==> config.mk <==
export PLATFORM = sky130hd
export DESIGN_NAME = noisy_label_hinge_loss_core_flat
export DESIGN_NICKNAME = d
export VERILOG_FILES = /design/src/hw/rtl/nlhl_pkg.sv /design/src/hw/rtl/nlhl_if.sv /design/src/hw/rtl/nlhl_front.sv /design/src/hw/rtl/nlhl_queue.sv /design/src/hw/rtl/nlhl_back.sv /design/src/hw/rtl/noisy_label_hinge_loss_core.sv /design/src/flat_wrapper.sv
export SDC_FILE = /design/constraint.sdc
export NUM_CORES = 1
export LEC_CHECK = 0
export BUFFER_PORTS_ARGS = -buffer_cell sky130_fd_sc_hd__buf_2
export CORE_AREA = 2 2 254 256
export DETAILED_ROUTE_END_ITERATION = 8
export DIE_AREA = 0 0 256 258
export PLACE_DENSITY_LB_ADDON = 0.15
export RECOVER_POWER = 100
export SYNTH_ARGS = -nofsm -noshare
export SYNTH_HDL_FRONTEND = slang
export SYNTH_SLANG_ARGS = --single-unit
==> constraint.sdc <==
create_clock -name clk -period 6.95 [get_ports clk]
set_input_delay 1.39 -clock clk [delete_from_list [all_inputs] [get_ports clk]]
set_output_delay 1.39 -clock clk [all_outputs]
set_load 0.005 [all_outputs]
==> src/hw/rtl/nlhl_pkg.sv <==
// ----------------------------------------------------------------------------
// nlhl_pkg
// Shared widths, constants, types and hinge-term helpers for the noisy-label
// hinge cost core.
// ----------------------------------------------------------------------------
package nlhl_pkg;

  localparam int unsigned SCORE_W     = 16;
  localparam int unsigned TERM_W      = 17;  // one item term plus held top term
  localparam int unsigned ROW_COST_W  = 26;
  localparam int unsigned ROWS_W      = 17;
  localparam int unsigned BATCH_W     = 42;
  localparam int unsigned DIV_CNT_W   = $clog2(BATCH_W);

  localparam int signed   ONE_Q12      = 4096;
  localparam int unsigned ROW_COST_MAX = 37748736;
  localparam int unsigned COUNTER_MAX  = 131071;
  localparam int unsigned MAX_ROWS_DEF = 65536;

  // Row queue between front and back; depth is a power of two
  localparam int unsigned QUEUE_DEPTH = 4;
  localparam int unsigned QPTR_W      = $clog2(QUEUE_DEPTH);
  localparam int unsigned QCNT_W      = $clog2(QUEUE_DEPTH + 1);

  // One finished row handed from front to back
  typedef struct packed {
    logic [ROW_COST_W-1:0] cost;
    logic                  batch_end;
  } row_rec_t;

  // Back-end sequencer
  typedef enum logic [1:0] {
    BE_IDLE,
    BE_DIV,
    BE_OUT
  } be_state_t;

  // max(0, 1 - s) in Q4.12
  function automatic logic [TERM_W-1:0] pos_term(input logic signed [SCORE_W-1:0] s);
    logic signed [TERM_W:0] diff;
    diff = (TERM_W+1)'(ONE_Q12) - (TERM_W+1)'(s);
    return (s >= SCORE_W'(ONE_Q12)) ? '0 : diff[TERM_W-1:0];
  endfunction

  // max(0, s + 1) in Q4.12
  function automatic logic [TERM_W-1:0] neg_term(input logic signed [SCORE_W-1:0] s);
    logic signed [TERM_W:0] sum;
    sum = (TERM_W+1)'(s) + (TERM_W+1)'(ONE_Q12);
    return (s <= -SCORE_W'(ONE_Q12)) ? '0 : sum[TERM_W-1:0];
  endfunction

endpackage

==> src/hw/rtl/nlhl_if.sv <==
// ----------------------------------------------------------------------------
// nlhl_in_if / nlhl_out_if
// Valid/ready channels for label beats in and row results out.
// ----------------------------------------------------------------------------
interface nlhl_in_if;
  logic        valid;
  logic        ready;
  logic signed [15:0] score;
  logic        is_positive;
  logic        row_clean;
  logic        last_in_row;
  logic        last_in_batch;

  modport source (output valid, score, is_positive, row_clean, last_in_row,
                  last_in_batch, input ready);
  modport sink   (input valid, score, is_positive, row_clean, last_in_row,
                  last_in_batch, output ready);
endinterface

interface nlhl_out_if;
  logic        valid;
  logic        ready;
  logic [25:0] row_cost;
  logic        batch_done;
  logic [25:0] batch_mean;
  logic [16:0] rows_in_batch;

  modport source (output valid, row_cost, batch_done, batch_mean, rows_in_batch,
                  input ready);
  modport sink   (input valid, row_cost, batch_done, batch_mean, rows_in_batch,
                  output ready);
endinterface

==> src/hw/rtl/nlhl_front.sv <==
// ----------------------------------------------------------------------------
// nlhl_front
// Accepts label beats, classifies each label, tracks the held-back top
// positive and accumulates the row cost; pushes one record per row end.
// ----------------------------------------------------------------------------
module nlhl_front (
  input  logic                     clk,
  input  logic                     rst_n,
  nlhl_in_if.sink                  in_ch,
  input  logic                     cfg_we,
  input  logic                     cfg_data,
  input  logic [nlhl_pkg::QCNT_W-1:0] q_cnt,
  output logic                     push,
  output nlhl_pkg::row_rec_t       push_rec
);
  import nlhl_pkg::*;

  logic                      clean_mode_r;
  logic signed [SCORE_W-1:0] best_r;
  logic                      best_valid_r;

  logic                      s1_v_r;
  logic [TERM_W-1:0]         s1_term_r;
  logic                      s1_row_end_r;
  logic                      s1_batch_end_r;

  logic [ROW_COST_W-1:0]     acc_r;

  logic                      accept;
  logic                      held;
  logic                      take_best;
  logic signed [SCORE_W-1:0] best_s;
  logic                      best_v;
  logic [TERM_W-1:0]         item_term;
  logic [TERM_W-1:0]         end_term;
  logic [TERM_W:0]           add_term;
  logic [ROW_COST_W:0]       acc_sum;
  logic [ROW_COST_W-1:0]     acc_sat;
  logic [QCNT_W:0]           used;

  // Room check counts the beat sitting in stage 1 as a possible push
  assign used        = {1'b0, q_cnt} + {{QCNT_W{1'b0}}, s1_v_r};
  assign in_ch.ready = used < (QCNT_W+1)'(QUEUE_DEPTH);
  assign accept      = in_ch.valid && in_ch.ready;

  // Classify: in clean mode, positives in noisy rows are held back for the top pick
  assign held      = in_ch.is_positive && clean_mode_r && !in_ch.row_clean;
  assign take_best = held && (!best_valid_r || (in_ch.score > best_r));
  assign best_s    = take_best ? in_ch.score : best_r;
  assign best_v    = best_valid_r || held;

  always_comb begin
    if (!in_ch.is_positive) begin
      item_term = neg_term(in_ch.score);
    end else if (held) begin
      item_term = '0;
    end else begin
      item_term = pos_term(in_ch.score);
    end
  end

  assign end_term = (in_ch.last_in_row && best_v) ? pos_term(best_s) : '0;
  assign add_term = {1'b0, item_term} + {1'b0, end_term};

  // Config register and top-positive tracking
  always_ff @(posedge clk) begin
    if (!rst_n) begin
      clean_mode_r <= 1'b0;
      best_r       <= '0;
      best_valid_r <= 1'b0;
    end else begin
      if (cfg_we) begin
        clean_mode_r <= cfg_data;
      end
      if (accept) begin
        if (in_ch.last_in_row) begin
          best_r       <= '0;
          best_valid_r <= 1'b0;
        end else begin
          best_r       <= best_s;
          best_valid_r <= best_v;
        end
      end
    end
  end

  // Stage 1: registered term of the beat
  always_ff @(posedge clk) begin
    if (!rst_n) begin
      s1_v_r <= 1'b0;
    end else begin
      s1_v_r <= accept;
    end
  end

  always_ff @(posedge clk) begin
    if (accept) begin
      s1_term_r      <= add_term[TERM_W-1:0];
      s1_row_end_r   <= in_ch.last_in_row;
      s1_batch_end_r <= in_ch.last_in_batch;
    end
  end

  // Stage 2: saturating row accumulator
  assign acc_sum = {1'b0, acc_r} + (ROW_COST_W+1)'(s1_term_r);
  assign acc_sat = (acc_sum > (ROW_COST_W+1)'(ROW_COST_MAX)) ?
                   ROW_COST_W'(ROW_COST_MAX) : acc_sum[ROW_COST_W-1:0];

  always_ff @(posedge clk) begin
    if (!rst_n) begin
      acc_r <= '0;
    end else if (s1_v_r) begin
      acc_r <= s1_row_end_r ? '0 : acc_sat;
    end
  end

  assign push               = s1_v_r && s1_row_end_r;
  assign push_rec.cost      = acc_sat;
  assign push_rec.batch_end = s1_batch_end_r;

endmodule

==> src/hw/rtl/nlhl_queue.sv <==
// ----------------------------------------------------------------------------
// nlhl_queue
// Small FIFO of finished-row records between the front and the back.
// ----------------------------------------------------------------------------
module nlhl_queue (
  input  logic                        clk,
  input  logic                        rst_n,
  input  logic                        push,
  input  nlhl_pkg::row_rec_t          push_rec,
  input  logic                        pop,
  output nlhl_pkg::row_rec_t          head_rec,
  output logic                        empty,
  output logic [nlhl_pkg::QCNT_W-1:0] count
);
  import nlhl_pkg::*;

  row_rec_t            slots_r [QUEUE_DEPTH];
  logic [QPTR_W-1:0]   wr_ptr_r;
  logic [QPTR_W-1:0]   rd_ptr_r;
  logic [QCNT_W-1:0]   count_r;

  assign empty    = (count_r == '0);
  assign count    = count_r;
  assign head_rec = slots_r[rd_ptr_r];

  // Storage
  always_ff @(posedge clk) begin
    if (push) begin
      slots_r[wr_ptr_r] <= push_rec;
    end
  end

  // Pointers and fill count
  always_ff @(posedge clk) begin
    if (!rst_n) begin
      wr_ptr_r <= '0;
      rd_ptr_r <= '0;
      count_r  <= '0;
    end else begin
      if (push) begin
        wr_ptr_r <= wr_ptr_r + 1'b1;
      end
      if (pop) begin
        rd_ptr_r <= rd_ptr_r + 1'b1;
      end
      case ({push, pop})
        2'b10:   count_r <= count_r + 1'b1;
        2'b01:   count_r <= count_r - 1'b1;
        default: count_r <= count_r;
      endcase
    end
  end

endmodule

==> src/hw/rtl/nlhl_back.sv <==
// ----------------------------------------------------------------------------
// nlhl_back
// Batch sum and row count, radix-2 restoring divider for the batch average,
// and the output register.
// ----------------------------------------------------------------------------
module nlhl_back #(
  parameter int unsigned MAX_ROWS = nlhl_pkg::MAX_ROWS_DEF
) (
  input  logic               clk,
  input  logic               rst_n,
  input  logic               q_empty,
  input  nlhl_pkg::row_rec_t head_rec,
  output logic               pop,
  nlhl_out_if.source         out_ch
);
  import nlhl_pkg::*;

  localparam int unsigned ROW_LIMIT = (MAX_ROWS < COUNTER_MAX) ? MAX_ROWS : COUNTER_MAX;

  be_state_t              state_r, state_nxt;

  logic [BATCH_W-1:0]     batch_sum_r;
  logic [ROWS_W-1:0]      rows_r;

  logic [BATCH_W-1:0]     num_r;     // dividend, becomes quotient
  logic [ROWS_W-1:0]      den_r;
  logic [ROWS_W-1:0]      rem_r;
  logic [DIV_CNT_W-1:0]   cnt_r;
  logic [ROW_COST_W-1:0]  hold_cost_r;

  logic                   out_valid_r;
  logic [ROW_COST_W-1:0]  out_cost_r;
  logic                   out_done_r;
  logic [ROW_COST_W-1:0]  out_avg_r;
  logic [ROWS_W-1:0]      out_rows_r;

  logic                   out_free;
  logic                   load_row;
  logic                   load_batch;
  logic                   div_last;
  logic [BATCH_W:0]       sum_ext;
  logic [BATCH_W-1:0]     sum_sat;
  logic [ROWS_W-1:0]      rows_inc;
  logic [ROWS_W:0]        rem_sh;
  logic [ROWS_W:0]        rem_diff;
  logic                   q_bit;
  logic [ROW_COST_W-1:0]  avg_clamp;

  assign out_free = !out_valid_r || out_ch.ready;
  assign div_last = (cnt_r == DIV_CNT_W'(BATCH_W - 1));

  // Next state
  always_comb begin
    state_nxt = state_r;
    unique case (state_r)
      BE_IDLE: begin
        if (!q_empty && out_free && head_rec.batch_end) begin
          state_nxt = BE_DIV;
        end
      end
      BE_DIV: begin
        if (div_last) begin
          state_nxt = BE_OUT;
        end
      end
      BE_OUT: begin
        if (out_free) begin
          state_nxt = BE_IDLE;
        end
      end
      default: state_nxt = BE_IDLE;
    endcase
  end

  // Sequencer outputs
  always_comb begin
    pop        = 1'b0;
    load_row   = 1'b0;
    load_batch = 1'b0;
    unique case (state_r)
      BE_IDLE: begin
        pop      = !q_empty && out_free;
        load_row = pop && !head_rec.batch_end;
      end
      BE_OUT: begin
        load_batch = out_free;
      end
      default: begin
        pop = 1'b0;
      end
    endcase
  end

  always_ff @(posedge clk) begin
    if (!rst_n) begin
      state_r <= BE_IDLE;
    end else begin
      state_r <= state_nxt;
    end
  end

  // Saturating batch sum and row count for the popped row
  assign sum_ext  = {1'b0, batch_sum_r} + (BATCH_W+1)'(head_rec.cost);
  assign sum_sat  = sum_ext[BATCH_W] ? '1 : sum_ext[BATCH_W-1:0];
  assign rows_inc = (rows_r < ROWS_W'(ROW_LIMIT)) ? rows_r + 1'b1 : rows_r;

  always_ff @(posedge clk) begin
    if (!rst_n) begin
      batch_sum_r <= '0;
      rows_r      <= '0;
    end else if (pop) begin
      if (head_rec.batch_end) begin
        batch_sum_r <= '0;
        rows_r      <= '0;
      end else begin
        batch_sum_r <= sum_sat;
        rows_r      <= rows_inc;
      end
    end
  end

  // One quotient bit per cycle
  assign rem_sh   = {rem_r, num_r[BATCH_W-1]};
  assign rem_diff = rem_sh - {1'b0, den_r};
  assign q_bit    = (rem_sh >= {1'b0, den_r});

  always_ff @(posedge clk) begin
    if (pop && head_rec.batch_end) begin
      num_r       <= sum_sat;
      den_r       <= rows_inc;
      rem_r       <= '0;
      cnt_r       <= '0;
      hold_cost_r <= head_rec.cost;
    end else if (state_r == BE_DIV) begin
      num_r <= {num_r[BATCH_W-2:0], q_bit};
      rem_r <= q_bit ? rem_diff[ROWS_W-1:0] : rem_sh[ROWS_W-1:0];
      cnt_r <= cnt_r + 1'b1;
    end
  end

  assign avg_clamp = (num_r > BATCH_W'(ROW_COST_MAX)) ?
                     ROW_COST_W'(ROW_COST_MAX) : num_r[ROW_COST_W-1:0];

  // Output register
  always_ff @(posedge clk) begin
    if (!rst_n) begin
      out_valid_r <= 1'b0;
    end else if (load_row || load_batch) begin
      out_valid_r <= 1'b1;
    end else if (out_ch.ready) begin
      out_valid_r <= 1'b0;
    end
  end

  always_ff @(posedge clk) begin
    if (load_row) begin
      out_cost_r <= head_rec.cost;
      out_done_r <= 1'b0;
      out_avg_r  <= '0;
      out_rows_r <= '0;
    end else if (load_batch) begin
      out_cost_r <= hold_cost_r;
      out_done_r <= 1'b1;
      out_avg_r  <= avg_clamp;
      out_rows_r <= den_r;
    end
  end

  assign out_ch.valid         = out_valid_r;
  assign out_ch.row_cost      = out_cost_r;
  assign out_ch.batch_done    = out_done_r;
  assign out_ch.batch_mean    = out_avg_r;
  assign out_ch.rows_in_batch = out_rows_r;

endmodule

==> src/hw/rtl/noisy_label_hinge_loss_core.sv <==
// ----------------------------------------------------------------------------
// noisy_label_hinge_loss_core
// Streaming multilabel hinge cost with a noisy-label top-positive mode.
// ----------------------------------------------------------------------------
// Label beats are taken one per cycle while input ready is high. Each row
// end produces one result beat; rows that do not close a batch leave at one
// per cycle while the result side is ready. A row that closes a batch holds
// the back end while it pops the row, divides the 42-bit batch sum
// bit-serially by the row count and loads the output register; the 4-entry
// row queue between front and back lets label beats keep flowing meanwhile,
// and input ready drops once the queue holds three rows with a beat still in
// the term stage, or four rows. clean_mode is written via cfg_we/cfg_data;
// the user must write it only while the block is idle; nothing enforces it.
// ----------------------------------------------------------------------------
module noisy_label_hinge_loss_core #(
  parameter int unsigned MAX_ROWS = nlhl_pkg::MAX_ROWS_DEF
) (
  input  logic        clk,
  input  logic        rst_n,
  nlhl_in_if.sink     in_ch,
  nlhl_out_if.source  out_ch,
  input  logic        cfg_we,
  input  logic        cfg_data
);
  import nlhl_pkg::*;

  logic              push;
  row_rec_t          push_rec;
  logic              pop;
  row_rec_t          head_rec;
  logic              q_empty;
  logic [QCNT_W-1:0] q_cnt;

  // Front: classify and accumulate rows
  nlhl_front u_front (
    .clk      (clk),
    .rst_n    (rst_n),
    .in_ch    (in_ch),
    .cfg_we   (cfg_we),
    .cfg_data (cfg_data),
    .q_cnt    (q_cnt),
    .push     (push),
    .push_rec (push_rec)
  );

  // Row queue
  nlhl_queue u_queue (
    .clk      (clk),
    .rst_n    (rst_n),
    .push     (push),
    .push_rec (push_rec),
    .pop      (pop),
    .head_rec (head_rec),
    .empty    (q_empty),
    .count    (q_cnt)
  );

  // Back: batch average and results
  nlhl_back #(
    .MAX_ROWS (MAX_ROWS)
  ) u_back (
    .clk      (clk),
    .rst_n    (rst_n),
    .q_empty  (q_empty),
    .head_rec (head_rec),
    .pop      (pop),
    .out_ch   (out_ch)
  );

endmodule

==> src/flat_wrapper.sv <==
// flat-port wrapper written by rule: the top's interface ports become plain ports
module noisy_label_hinge_loss_core_flat import nlhl_pkg::*;
#(
  parameter int unsigned MAX_ROWS = nlhl_pkg::MAX_ROWS_DEF
)
  (clk, rst_n, cfg_we, cfg_data, in_ch_valid, in_ch_score, in_ch_is_positive, in_ch_row_clean, in_ch_last_in_row, in_ch_last_in_batch, in_ch_ready, out_ch_valid, out_ch_row_cost, out_ch_batch_done, out_ch_batch_mean, out_ch_rows_in_batch, out_ch_ready);
  nlhl_in_if in_ch_i ();
  nlhl_out_if out_ch_i ();
  input  logic clk;
  input  logic rst_n;
  input  logic cfg_we;
  input  logic cfg_data;
  input wire logic [$bits(in_ch_i.valid)-1:0] in_ch_valid;
  input wire logic [$bits(in_ch_i.score)-1:0] in_ch_score;
  input wire logic [$bits(in_ch_i.is_positive)-1:0] in_ch_is_positive;
  input wire logic [$bits(in_ch_i.row_clean)-1:0] in_ch_row_clean;
  input wire logic [$bits(in_ch_i.last_in_row)-1:0] in_ch_last_in_row;
  input wire logic [$bits(in_ch_i.last_in_batch)-1:0] in_ch_last_in_batch;
  output wire logic [$bits(in_ch_i.ready)-1:0] in_ch_ready;
  output wire logic [$bits(out_ch_i.valid)-1:0] out_ch_valid;
  output wire logic [$bits(out_ch_i.row_cost)-1:0] out_ch_row_cost;
  output wire logic [$bits(out_ch_i.batch_done)-1:0] out_ch_batch_done;
  output wire logic [$bits(out_ch_i.batch_mean)-1:0] out_ch_batch_mean;
  output wire logic [$bits(out_ch_i.rows_in_batch)-1:0] out_ch_rows_in_batch;
  input wire logic [$bits(out_ch_i.ready)-1:0] out_ch_ready;
  assign in_ch_i.valid = in_ch_valid;
  assign in_ch_i.score = in_ch_score;
  assign in_ch_i.is_positive = in_ch_is_positive;
  assign in_ch_i.row_clean = in_ch_row_clean;
  assign in_ch_i.last_in_row = in_ch_last_in_row;
  assign in_ch_i.last_in_batch = in_ch_last_in_batch;
  assign in_ch_ready = in_ch_i.ready;
  assign out_ch_valid = out_ch_i.valid;
  assign out_ch_row_cost = out_ch_i.row_cost;
  assign out_ch_batch_done = out_ch_i.batch_done;
  assign out_ch_batch_mean = out_ch_i.batch_mean;
  assign out_ch_rows_in_batch = out_ch_i.rows_in_batch;
  assign out_ch_i.ready = out_ch_ready;
  noisy_label_hinge_loss_core #(.MAX_ROWS(MAX_ROWS)) u_core (.clk(clk), .rst_n(rst_n), .in_ch(in_ch_i), .out_ch(out_ch_i), .cfg_we(cfg_we), .cfg_data(cfg_data));
endmodule
Word level (Yosys, flattened, before mapping)
Memories as Yosys holds them, arrays and structs flattened. A register that Yosys moved wholly into a read port is not among the register bits.
Index checks and enable logic that the tools add are counted.
- memories: 1
- register bits: 311
- bits in writable memories: 108
- bits in latches: 0
- output and inout bits: 72
- memory bits (read-only): 0
- reduce and logical (&&, ||, !) cells: 26
- divide/modulo/power cells: 0
- shift operators: 0
- eq/ne operators: 8
- muxes and demuxes: 35
- add/subtract/negate cells: 14
- multiply operators: 0
- $lt $le $gt $ge: 9
- bitwise operators: 0
- memory list (memory ; depth ; width ; rd ports ; clocked after memory_dff ; write ports ; line ; RTL):
    u_core.u_queue.slots_r ; 4 ; 27 ; 1 ; 1 ; 1 ; nlhl_queue.sv:17 ; row_rec_t slots_r [QUEUE_DEPTH];
- operators with widths (cell ; number):
    two-way mux 42 bit ; 4
    two-way mux 17 bit ; 9
    two-way mux 26 bit ; 5
    adder 42 x 26 -> 43 bit ; 1
    greater-than comparator 42 x 26 -> 1 bit, second input constant ; 1
    subtractor 14 x 16 -> 17 bit, first input constant ; 2
    >= comparator 16 x 14 -> 1 bit, second input constant ; 2
    two-way mux 16 bit ; 2
    adder 26 x 17 -> 27 bit ; 1
    greater-than comparator 27 x 26 -> 1 bit, second input constant ; 1
    >= comparator 18 x 17 -> 1 bit ; 1
    adder 16 x 14 -> 17 bit, second input constant ; 1
    adder 17 x 1 -> 17 bit, second input constant ; 1
    adder 17 bit ; 1
    less-than comparator 17 bit, second input constant ; 1
    subtractor 17 bit ; 1
    greater-than comparator 16 bit ; 1
    <= comparator 16 x 13 -> 1 bit, second input constant ; 1
    logical AND 1 bit ; 10
    two-way mux 2 bit ; 5
    two-way mux 1 bit ; 8
    nonzero test 2 bit ; 4
    adder 6 x 1 -> 6 bit, second input constant ; 1
    equality test 6 bit, second input constant ; 1
    15 further kinds ; 27

Depth between registers and ports, before layout
Gate-level depths: netlist (run 1).
- depth after elaboration: 8
- mapped depth: 32
- depth with buffers taken out: 28

Cells and area by module
Synthesis (run 1) repeated with hierarchy kept, for this count alone.
- cells, all modules: 2190
- area, all modules: 22341.4 sq um
- by module, submodules not included (module ; times used ; area each (sq um) ; cells an instance):
    nlhl_back ; 1 ; 11903.9 ; 1236
    nlhl_front ; 1 ; 6049.6 ; 768
    nlhl_queue ; 1 ; 4388.0 ; 186

Worst setup path before layout (run 1)
No wires, ideal clock.
- path kind: in2reg
- start: input port in_ch_score[5]
- end: register u_core.u_front.s1_term_r[16], data pin
- setup slack: 57 ps
- data required time: 6690 ps
- stages: 31
- arrival: 6634 ps
- library setup time: 260 ps
- buffers on the path: 4
- path through: ha_1 -> nand4_1 -> o21bai_1 -> a311oi_1 -> nor3_1 -> a311oi_1 -> buf_2 -> buf_2 -> mux2i_1 -> ha_1 -> clkbuf_1 -> nand3_1 -> nor4_1 -> mux2i_1 -> nor2_1 -> nor2_1 -> o21ai_1 -> buf_2 -> nor2_1 -> ha_1 -> fa_1 -> a21o_1 -> a21oi_1 -> nor2b_1 -> o211ai_1 -> nand2_1 -> nand4_1 -> a31oi_1 -> a31oi_1 -> o21ai_0 -> xnor2_1
- longest elaborated chain between the ends: 8
- elaborated cells on any way between the ends: 17
- those cells by class: add/sub: 4; order compare: 4; mux: 7; reduce/logical: 2
- RTL lines (item ; line ; RTL):
    start, declared ; flat_wrapper.sv:14 ; input wire logic [$bits(in_ch_i.score)-1:0] in_ch_score;
    greater-than comparator 16 bit ; nlhl_front.sv:48 ; assign take_best = held && (!best_valid_r || (in_ch.score > best_r));
    logical OR 1 bit ; nlhl_front.sv:48 ;
    logical AND 1 bit ; nlhl_front.sv:48 ;
    two-way mux 16 bit ; nlhl_front.sv:49 ; assign best_s = take_best ? in_ch.score : best_r;
    subtractor 14 x 16 -> 17 bit / >= comparator 16 x 14 -> 1 bit (equally long branches) ; nlhl_pkg.sv:41, nlhl_pkg.sv:42 ;
    two-way mux 17 bit ; nlhl_pkg.sv:42 ; return (s >= SCORE_W'(ONE_Q12)) ? '0 : diff[TERM_W-1:0];
    two-way mux 17 bit ; nlhl_front.sv:62 ; assign end_term = (in_ch.last_in_row && best_v) ? pos_term(best_s) : '0;
    adder 17 bit * ; nlhl_front.sv:63 ; assign add_term = {1'b0, item_term} + {1'b0, end_term};
    named net u_core.u_front.add_term[16] ; nlhl_front.sv:36 ; logic [TERM_W:0] add_term;
    end signal, assigned ; nlhl_front.sv:98 ; s1_term_r <= add_term[TERM_W-1:0];
    end, declared ; nlhl_front.sv:23 ; logic [TERM_W-1:0] s1_term_r;
Mark *: on every way through the listed nets, which the timed path passes. The rest lies on a longest branch.
A chain may end at the register's enable or synchronous reset.

Worst setup path after layout (run 1)
- start: input port in_ch_score[13]
- end: register u_core.u_front.s1_term_r[15], data pin
Same word-level chain as after synthesis.

==> impl_metrics.json, run 1 <==
{
  "status": "finished with violations",
  "failed_checks": "max-capacitance violations, max-slew violations",
  "register_area_um2": 10800,
  "fillers": 6350,
  "ctsLongestPathBuffers": 3,
  "synth_cell_types": 87,
  "grt-ovfl-total": 0,
  "vias_per_cell": 5.12,
  "yosysMostFrequentCell": "nand2_1",
  "period_minus_slack_ns": 6.27,
  "path_max_fanout": 13,
  "slew_violations": 412,
  "std_cell_rows": 93,
  "finalCritPeriodShare_pct": 90.3,
  "cp.required_ns": 7.27,
  "synth_fp_nets": 2319,
  "dp_cells": 3080,
  "start_kind": "input pin",
  "die-width_um": 256,
  "ys_top_cells_by_area": "edfxtp_1, dfxtp_1, ha_1, nand2_1, o21ai_0",
  "dr_wl_met3_mm": 1.94,
  "ant_nets": 0,
  "cts_max_level": 2,
  "wl_met2_mm": 26.7,
  "crit_type": "in -> reg",
  "setup_slack_ns": 0.676,
  "synth.largest_area_cell": "edfxtp_1",
  "stdcell_count": 3172,
  "synth-edff-count": 238,
  "placed_area_um2": 23600,
  "cts_resized": 0,
  "core_area_um2": 63600,
  "die_y_um": 258,
  "cts_buffers": 49,
  "wl_per_cell_um": 17.8,
  "multi_input_area_um2": 10500,
  "diodes": 0,
  "grt_pass1_vias": 16300,
  "drtPass1Iterations": 5,
  "grt_util_all_layers_pct": 17.1,
  "port_buffers": 97,
  "cts_sinks": 421,
  "die_area_um2": 66000,
  "hp-class": "reg -> reg",
  "area_growth_pct": 13.9,
  "ios": 98,
  "nets": 2412,
  "finalClockSkew_ns": 0.0217,
  "drive_above_1_share_pct": 9.67,
  "syn-instance-count": 2183,
  "clk_pin_slew_ns": 0.06,
  "endpoint_kind": "flip-flop",
  "final-setup-viol-count": 0,
  "synth_area_per_cell_um2": 10.1,
  "drt_iter0_drc": 882,
  "rsz0062_at_grt": "no",
  "drv_cap": 11,
  "synthesis.area_um2": 22000,
  "grt_max_degree": 71,
  "yosysTopAreaCellShare_pct": 32.4,
  "clk_latency_ns": 0.59,
  "ys_warn_count": 0,
  "final_area_um2": 25100,
  "cellLeakagePower_nw": 9.52,
  "arrival_ns": 6.60,
  "grt_pass1_wl_mm": 90.9,
  "finalHoldViolations": 0,
  "clock-root-buffer": "clkbuf_16",
  "cts_tree": "built",
  "place.gp.congestion": 0.874,
  "worst_pin_slew_ns": 2.90,
  "holdBufCountCts": 0,
  "async_flop_share_pct": 0,
  "final.setup.tns_ns": 0,
  "drt-met1-wl_mm": 26.2,
  "cts_setup_buffers": 0,
  "powerDensity_nw_per_um2": 365,
  "ys_seq_area_share_pct": 49.1,
  "maxUsedRoutingLayer": "met4",
  "vdd_drop_max_v": 0.000214,
  "vias": 16300,
  "antenna_found_initial": 1,
  "relSlewSlack_pct": -93.3,
  "synth_commonest_cells": "nand2_1, edfxtp_1, dfxtp_1, nor2_1, o21ai_0",
  "fmax_mhz": 159,
  "synth_seq_cells": 421,
  "start_util_pct": 34.6,
  "post-place-ws_ns": 0.113,
  "ys.flop_type": "edfxtp_1",
  "dp_hpwl_mm": 41.0,
  "drc": 0,
  "totalWireLength_mm": 56.4,
  "utilization_pct": 39.4
}
state kept, by name (all words and copies together) (netlist names), 2 cells and up, named ones only:
signal	flops
u_core.u_queue.count	3
u_core.u_back.out_ch.row_cost	26
u_core.u_back.out_ch.rows_in_batch	17
u_core.u_back.cnt_r	6
u_core.u_front.s1_term_r	17
u_core.u_back.state_r	2
u_core.u_front.best_r	16
u_core.u_back.batch_sum_r	42
u_core.u_back.rows_r	17
u_core.u_back.num_r	42
u_core.u_queue.slots_r	108
u_core.u_back.out_ch.batch_mean	26
u_core.u_front.acc_r	26
u_core.u_back.den_r	17
u_core.u_back.rem_r	17
u_core.u_queue.wr_ptr_r	2
u_core.u_back.hold_cost_r	26
u_core.u_queue.rd_ptr_r	2
critical path, stage by stage:
cell and delay [ns]:
buf_2 0.14, ha_1 0.29, and4_1 0.24, nand4_1 0.15, a311oi_1 0.32, nor3_1 0.15, a311oi_4 0.34, mux2i_1 0.30
ha_1 0.22, nand3_1 0.11, nor4_1 0.20, mux2i_1 0.14, nor2_1 0.11, nor2_1 0.05, o21ai_0 0.15, buf_4 0.25
nor2_1 0.07, ha_1 0.32, a21oi_1 0.19, nor2b_1 0.07, o21ai_0 0.20, a21oi_1 0.13, a211o_1 0.31, o2111a_1 0.25
o21a_1 0.20, o2111ai_1 0.20, o211ai_1 0.11
layer usage:
metal | GRT usage [%] | up-vias
li1 | - | 8175
met1 | 22.4 | 7736
met2 | 29.1 | 265
met3 | 2.57 | 79
met4 | 5.15 | 0
met5 | 0 | -
through the flow:
step           hold WS, ns  power, W
2_1_floorplan        0.426   0.00566
3_3_place_gp         0.439   0.00658
3_5_place_dp         0.444   0.00661
4_1_cts              0.452   0.00932
5_1_grt              0.474   0.00982
6_report             0.454   0.00915
final timing paths:
kind	endpoint	start	cells after the start	slack (ns)
worst min-delay path	u_core.u_back.out_ch.rows_in_batch[14]$_SDFFE_PP0P_	u_core.u_back.out_ch.rows_in_batch[14]$_SDFFE_PP0P_	2	0.45
worst max-delay path	u_core.u_front.s1_term_r[15]$_DFFE_PP_	in_ch_score[13]	27	0.68
worst min register to register	u_core.u_back.out_ch.rows_in_batch[14]$_SDFFE_PP0P_	u_core.u_back.out_ch.rows_in_batch[14]$_SDFFE_PP0P_	2	0.45
worst max register to register	u_core.u_back.num_r[39]$_DFFE_PP_	flip-flop	13	0.70
cell families after synthesis:
logic type | share of synthesized area (%)
AND/OR/NAND/NOR | 16.9
adder cells (fa/ha/maj) | 6.42
multiplexers | 4.46
AO/OA/AOI/OAI | 15.6
XOR/XNOR | 4.41
buffers and inverters | 3.19
flip-flops | 49.1
placed cells by master (no fill, tap or decap), types with 8 or more instances in the layout:
cell type	n
nor2_1	168
and3_1	32
a22o_1	30
buf_2	54
nand3_1	38
and2_0	14
or2_2	8
xnor2_1	77
mux4_2	27
nor4_1	21
o21ai_0	139
clkbuf_1	69
a21boi_0	8
o31ai_1	31
ha_1	105
nand2b_1	13
a21oi_1	108
a22oi_1	24
nand3b_1	10
nand4_1	22
or3_1	21
a21o_1	33
nand2_1	319
a211o_1	10
clkbuf_8	9
a31oi_1	19
buf_4	32
xor2_1	34
o21a_1	21
nor2b_1	39
dfxtp_1	183
clkbuf_16	53
inv_1	75
a211oi_1	8
nor3_1	28
o211ai_1	17
mux2i_1	34
edfxtp_1	238
and2_1	15
report_power, final:
part	total (W)	switching, W	leakage [nW]	internal (W)
clock network	0.00265	0.00104	0.829	0.00161
logic	0.00287	0.00187	5.00	0.000999
registers	0.00363	0.000304	3.69	0.00333
total	0.00915	0.00322	9.52	0.00593
final cells by class:
class	count	area share [%]
flip-flops and latches	421	43.1
multi-input cells	1585	41.8
clock buffers	76	5.99
well taps	855	4.26
repair buffers	144	2.92
inverters	75	1.12
clock inverters	16	0.788
No activity file was read; power rests on OpenSTA's default activity.
==> run 2, diff against run 1 <==
==> constraint.sdc (replaced) <==
create_clock -name clk -period 6.2 [get_ports clk]
set_input_delay 1.24 -clock clk [delete_from_list [all_inputs] [get_ports clk]]
set_output_delay 1.24 -clock clk [all_outputs]
set_load 0.005 [all_outputs]
==> run 2 against run 1 <==
  * The run still ends with max-capacitance violations, max-slew violations left
  * Cell count rose by 0.95%
  * Sequential share of layout area down 0.83 points
  * Sequential power grew 12%
  * Non-clock buffer count grew 33
  * Routed wire length decreased by 0.11%
  * Worst hold slack got worse by 0.0022 ns
  * Clock power up 11%
  * Setup slack worse by 0.43 ns
  * Global-route usage is essentially flat
  * Critical endpoint unchanged
  * Largest power group unchanged
==> impl_metrics.json, run 2 (same netlist as run 1, synthesis figures left out) <==
{
  "core_area_um2": 63600,
  "largest_reg_flops": 108,
  "worst_pin_slew_ns": 3.57,
  "arrival_ns": 6.27,
  "final_common_cell": "nand2_1",
  "antenna_found_initial": 0,
  "fmax_mhz": 168,
  "drv_cap": 6,
  "place.gp.congestion": 0.859,
  "grt_pass1_vias": 16600,
  "relSlewSlack_pct": -138,
  "area_growth_pct": 16.1,
  "cp_num_buf_inv": 2,
  "seq_power_share_pct": 39.4,
  "stdcell_count": 3202,
  "powerDensity_nw_per_um2": 402,
  "finalClockSkew_ns": 0.0189,
  "die-width_um": 256,
  "totalWireLength_mm": 56.4,
  "drt_iter0_drc": 1066,
  "fin_hold_ws_ns": 0.451,
  "failed_checks": "max-capacitance violations, max-slew violations",
  "die_area_um2": 66000,
  "drtPass1Iterations": 7,
  "holdBufCountCts": 0,
  "cts_buffers": 49,
  "drc": 0,
  "rsz0062_at_grt": "yes",
  "final-setup-viol-count": 0,
  "start_util_pct": 34.6,
  "dp_cells": 3108,
  "period_minus_slack_ns": 5.96,
  "status": "finished with violations",
  "power.switching_w": 0.00364,
  "regMostFlops": "u_core.u_queue.slots_r",
  "dp_hpwl_mm": 40.3,
  "vias": 16500,
  "internal_power_w": 0.00663,
  "cts_tree": "built",
  "p_comb_share_pct": 32.1,
  "diodes": 0,
  "nets": 2445,
  "path_max_fanout": 4,
  "slew_violations": 308,
  "grt_max_degree": 71,
  "port_buffers": 97,
  "ctsLongestPathBuffers": 3,
  "finalCritPeriodShare_pct": 96.1,
  "clock-root-buffer": "clkbuf_16",
  "hp-class": "reg -> reg",
  "clk_latency_ns": 0.58,
  "wl_per_cell_um": 17.6,
  "endpoint_kind": "flip-flop",
  "finalHoldViolations": 0,
  "clk_pin_slew_ns": 0.06,
  "clkPwrFrac_pct": 28.5,
  "cp.required_ns": 6.52,
  "crit_type": "in -> reg",
  "switching_share_pct": 35.5,
  "critical-path-top-delay-family": "compound AO/OA/AOI/OAI gates",
  "die_y_um": 258,
  "ios": 98,
  "ant_nets": 0,
  "final_cell_mix": "nand2_1, edfxtp_1, dfxtp_1, nor2_1, o21ai_0",
  "crit_slowest_cell": "a311oi_4",
  "max_stage_delay_ns": 0.36,
  "grt_util_all_layers_pct": 17.0,
  "grt_pass1_wl_mm": 91.1,
  "cts_max_level": 2,
  "cts_sinks": 421,
  "drive_above_1_share_pct": 12.3,
  "vias_per_cell": 5.17,
  "utilization_pct": 40.2,
  "grt-ovfl-total": 0,
  "reg.largest.list": "u_core.u_queue.slots_r: 108 flops, u_core.u_back.batch_sum_r: 42 flops, u_core.u_back.num_r: 42 flops",
  "std_cell_rows": 93,
  "vdd_drop_max_v": 0.000213,
  "start_kind": "input pin",
  "cellLeakagePower_nw": 9.70
}
==> run 2: changes by cell type in the layout (fill, tap and decap cells not counted), sizes merged <==
cell,change
buf,+34
clkbuf,-5
clkinv,-2
clkinvlp,+2
bufinv,+1
==> run 2: tightest hold or removal path, delay by kind of cell, from the launching register on <==
family	cells	cell delay, ns
flops	1	0.31
simple gates	1	0.05
compound gates	1	0.05
==> run 2: path summary, 6_finish.rpt <==
check	from	end	slack, ns	cells after the start
worst max-delay path	in_ch_score[15]	u_core.u_front.s1_term_r[15]$_DFFE_PP_	0.24	28
worst min-delay path	u_core.u_back.out_ch.rows_in_batch[4]$_SDFFE_PP0P_	u_core.u_back.out_ch.rows_in_batch[4]$_SDFFE_PP0P_	0.45	2
worst max register to register	u_core.u_front.best_r[13]$_SDFFE_PN0P_	u_core.u_front.s1_term_r[15]$_DFFE_PP_	0.42	28
worst min register to register	u_core.u_back.out_ch.rows_in_batch[4]$_SDFFE_PP0P_	u_core.u_back.out_ch.rows_in_batch[4]$_SDFFE_PP0P_	0.45	2
==> run 2: timing repair <==
| item | 4_1_cts | 5_1_grt |
|---|---|---|
| resized for setup | 0 | 28 |
| endpoints found under the setup margin | 0 | 6 |
| buffers inserted | 0 | 5 |
==> run 2: power by group through the flow <==
stage | Clock (W) | Sequential, W | Combinational, W
2_1_floorplan | 0 | 0.00397 | 0.00238
3_3_place_gp | 0 | 0.00407 | 0.00334
3_5_place_dp | 0 | 0.00408 | 0.00337
4_1_cts | 0.00301 | 0.00403 | 0.00338
5_1_grt | 0.00312 | 0.00412 | 0.00374
6_report | 0.00293 | 0.00405 | 0.00330
==> run 2: metal layers <==
layer | track usage (%) | share of wire [%]
met1 | 22.4 | 46
met2 | 29.8 | 48
met3 | 2.37 | 3.8
met4 | 4.03 | 1.9
met5 | 0 | 0
==> run 2: through the flow <==
step	TNS (ns)	setup WS (ns)	total power [W]	area [um^2]
after CTS	0	0.203	0.0104	25500
after detailed placement	-1.76	-0.398	0.00745	23900
after floorplan	-0.127	-0.0770	0.00635	22200
after global routing	-0.402	-0.142	0.0110	25600
final	0	0.243	0.0103	25600
after global placement	-0.839	-0.270	0.00741	23900
==> run 2: area by class of cell <==
type,instances,area [um^2]
fillers,6193,38100
flip-flops and latches,421,10800
multi-input cells,1585,10800
clock buffers,72,1410
well taps,855,1070
repair buffers,177,1020
inverters,75,282
clock inverters,17,216
==> run 3, diff against run 2 <==
--- a/config.mk
+++ b/config.mk
@@ -7,6 +7,7 @@
 export LEC_CHECK = 0
 export BUFFER_PORTS_ARGS = -buffer_cell sky130_fd_sc_hd__buf_2
 export CORE_AREA = 2 2 254 256
+export CTS_BUF_LIST = sky130_fd_sc_hd__clkbuf_4 sky130_fd_sc_hd__clkbuf_8
 export DETAILED_ROUTE_END_ITERATION = 8
 export DIE_AREA = 0 0 256 258
 export PLACE_DENSITY_LB_ADDON = 0.15
==> run 3 against run 2 <==
  * The flow still finishes with violations (max-capacitance violations, max-slew violations)
  * Via count up 0.59%
  * Setup slack better by 0.062 ns
  * Global-route usage up 0.14 points
  * Sequential cell count unchanged
  * Core utilization down 0.071 points
  * Largest power group unchanged
==> impl_metrics.json, run 3 (same netlist as run 1, synthesis figures left out) <==
{
  "regMostFlops": "u_core.u_queue.slots_r",
  "utilization_pct": 40.1,
  "power_w": 0.0101,
  "holdBufCountCts": 0,
  "cts_buffers": 77,
  "drtPass1Iterations": 4,
  "grt_max_degree": 71,
  "drv_cap": 6,
  "ctsLongestPathBuffers": 3,
  "grt_pass1_vias": 16800,
  "start_util_pct": 34.6,
  "worst_pin_slew_ns": 3.52,
  "failed_checks": "max-capacitance violations, max-slew violations",
  "drc": 0,
  "switching_share_pct": 36.7,
  "grt-ovfl-total": 0,
  "r2r_cells": 28,
  "die-width_um": 256,
  "period_minus_slack_ns": 5.90,
  "final_common_cell": "nand2_1",
  "start_kind": "input pin",
  "cts_tree": "built",
  "std_cell_rows": 93,
  "r2r-end": "u_core.u_front.s1_term_r[15]$_DFFE_PP_",
  "vias": 16600,
  "area_growth_pct": 15.9,
  "reg.largest.list": "u_core.u_queue.slots_r: 108 flops, u_core.u_back.batch_sum_r: 42 flops, u_core.u_back.num_r: 42 flops",
  "ant_nets": 0,
  "clk_pin_slew_ns": 0.05,
  "dp_cells": 3108,
  "p_comb_share_pct": 32.9,
  "hold_end": "u_core.u_back.out_ch.rows_in_batch[11]$_SDFFE_PP0P_",
  "max_stage_delay_ns": 0.36,
  "vdd_drop_max_v": 0.000180,
  "hp-start": "u_core.u_back.out_ch.rows_in_batch[11]$_SDFFE_PP0P_",
  "stdcell_count": 3257,
  "drt_iter0_drc": 929,
  "r2r_slack_ns": 0.43,
  "totalWireLength_mm": 56.8,
  "core_area_um2": 63600,
  "fin_hold_ws_ns": 0.453,
  "rsz0062_at_grt": "yes",
  "endpoint_kind": "flip-flop",
  "grt_pass1_wl_mm": 91.5,
  "finalHoldViolations": 0,
  "powerDensity_nw_per_um2": 395,
  "cts_max_level": 3,
  "die_y_um": 258,
  "path_max_fanout": 4,
  "arrival_ns": 6.26,
  "crit_type": "in -> reg",
  "seq_power_share_pct": 40.2,
  "port_buffers": 97,
  "clkPwrFrac_pct": 26.9,
  "power.switching_w": 0.00369,
  "cellLeakagePower_nw": 9.74,
  "finalClockSkew_ns": 0.0322,
  "place.gp.congestion": 0.859,
  "dp_hpwl_mm": 40.3,
  "antenna_found_initial": 1,
  "slew_violations": 308,
  "clk_latency_ns": 0.65,
  "hp-class": "reg -> reg",
  "status": "finished with violations",
  "largest_reg_flops": 108,
  "final_cell_mix": "nand2_1, edfxtp_1, dfxtp_1, nor2_1, o21ai_0",
  "nets": 2473,
  "drive_above_1_share_pct": 14.3,
  "internal_power_w": 0.00638,
  "ios": 98,
  "die_area_um2": 66000,
  "holdPathStages": 2,
  "cts_sinks": 421,
  "fmax_mhz": 170,
  "final-setup-viol-count": 0,
  "grt_util_all_layers_pct": 17.2,
  "relSlewSlack_pct": -135,
  "crit_slowest_cell": "a311oi_4",
  "r2r_start": "u_core.u_front.best_r[13]$_SDFFE_PN0P_",
  "vias_per_cell": 5.11,
  "wl_per_cell_um": 17.4,
  "finalCritPeriodShare_pct": 95.1,
  "clock-root-buffer": "clkbuf_8",
  "cp.required_ns": 6.56
}
-- run 3: cell type report --
class	count	area [um^2]
Fill cell	6248	38100
Sequential cell	421	10800
Multi-Input combinational cell	1585	10800
Clock buffer	103	1290
Tap cell	855	1070
Timing Repair Buffer	177	1030
Clock inverter	40	287
Inverter	75	282
Antenna cell	1	2.50
-- run 3: power groups by stage --
stage	logic [W]	registers [W]	clock network, W
floorplan	0.00238	0.00397	0
global placement	0.00334	0.00407	0
detailed placement	0.00337	0.00408	0
CTS	0.00338	0.00403	0.00281
global route	0.00374	0.00412	0.00294
finish	0.00332	0.00405	0.00271
-- run 3: how the worst max path moves through the flow --
stage | from | to | depth (start not counted)
final | in_ch_score[15] | u_core.u_front.s1_term_r[15]$_DFFE_PP_ | 28
after global routing | in_ch_score[15] | u_core.u_front.s1_term_r[15]$_DFFE_PP_ | 28
after detailed placement | in_ch_score[15] | u_core.u_front.s1_term_r[16]$_DFFE_PP_ | 29
after CTS | in_ch_score[15] | u_core.u_front.s1_term_r[15]$_DFFE_PP_ | 27
after floorplan | in_ch_score[14] | u_core.u_front.s1_term_r[16]$_DFFE_PP_ | 31
after global placement | in_ch_score[15] | u_core.u_front.s1_term_r[15]$_DFFE_PP_ | 27
-- run 3: what timing repair did --
item                       in CTS  in global routing
gates resized for setup         0                 28
setup endpoints to repair       0                  5
buffers inserted                0                  5
-- run 3: layer usage --
metal	global-route usage, %	wire length, um	part of all wire (%)	vias up
met2	29.7	27200	48	267
met3	2.65	1970	3.5	78
met5	0	0	0	-
li1	-	-	-	8289
met4	5.10	1110	2.0	0
met1	22.2	26500	47	8008
-- run 3: worst max-delay path, delay by kind of cell --
family          cells  cell delay (ns)
compound gates     12             2.49
fa+ha+maj           3             0.78
mux                 2             0.42
simple gates        9             1.04
buf+inv             2             0.27
-- run 3: through the flow --
stage / setup slack, ns / setup TNS, ns / instance area [um^2]
after detailed placement: -0.398 / -1.76 / 23900
after floorplan: -0.0770 / -0.127 / 22200
after global placement: -0.270 / -0.839 / 23900
after CTS: 0.267 / 0 / 25500
after global routing: -0.0788 / -0.149 / 25500
final: 0.305 / 0 / 25500
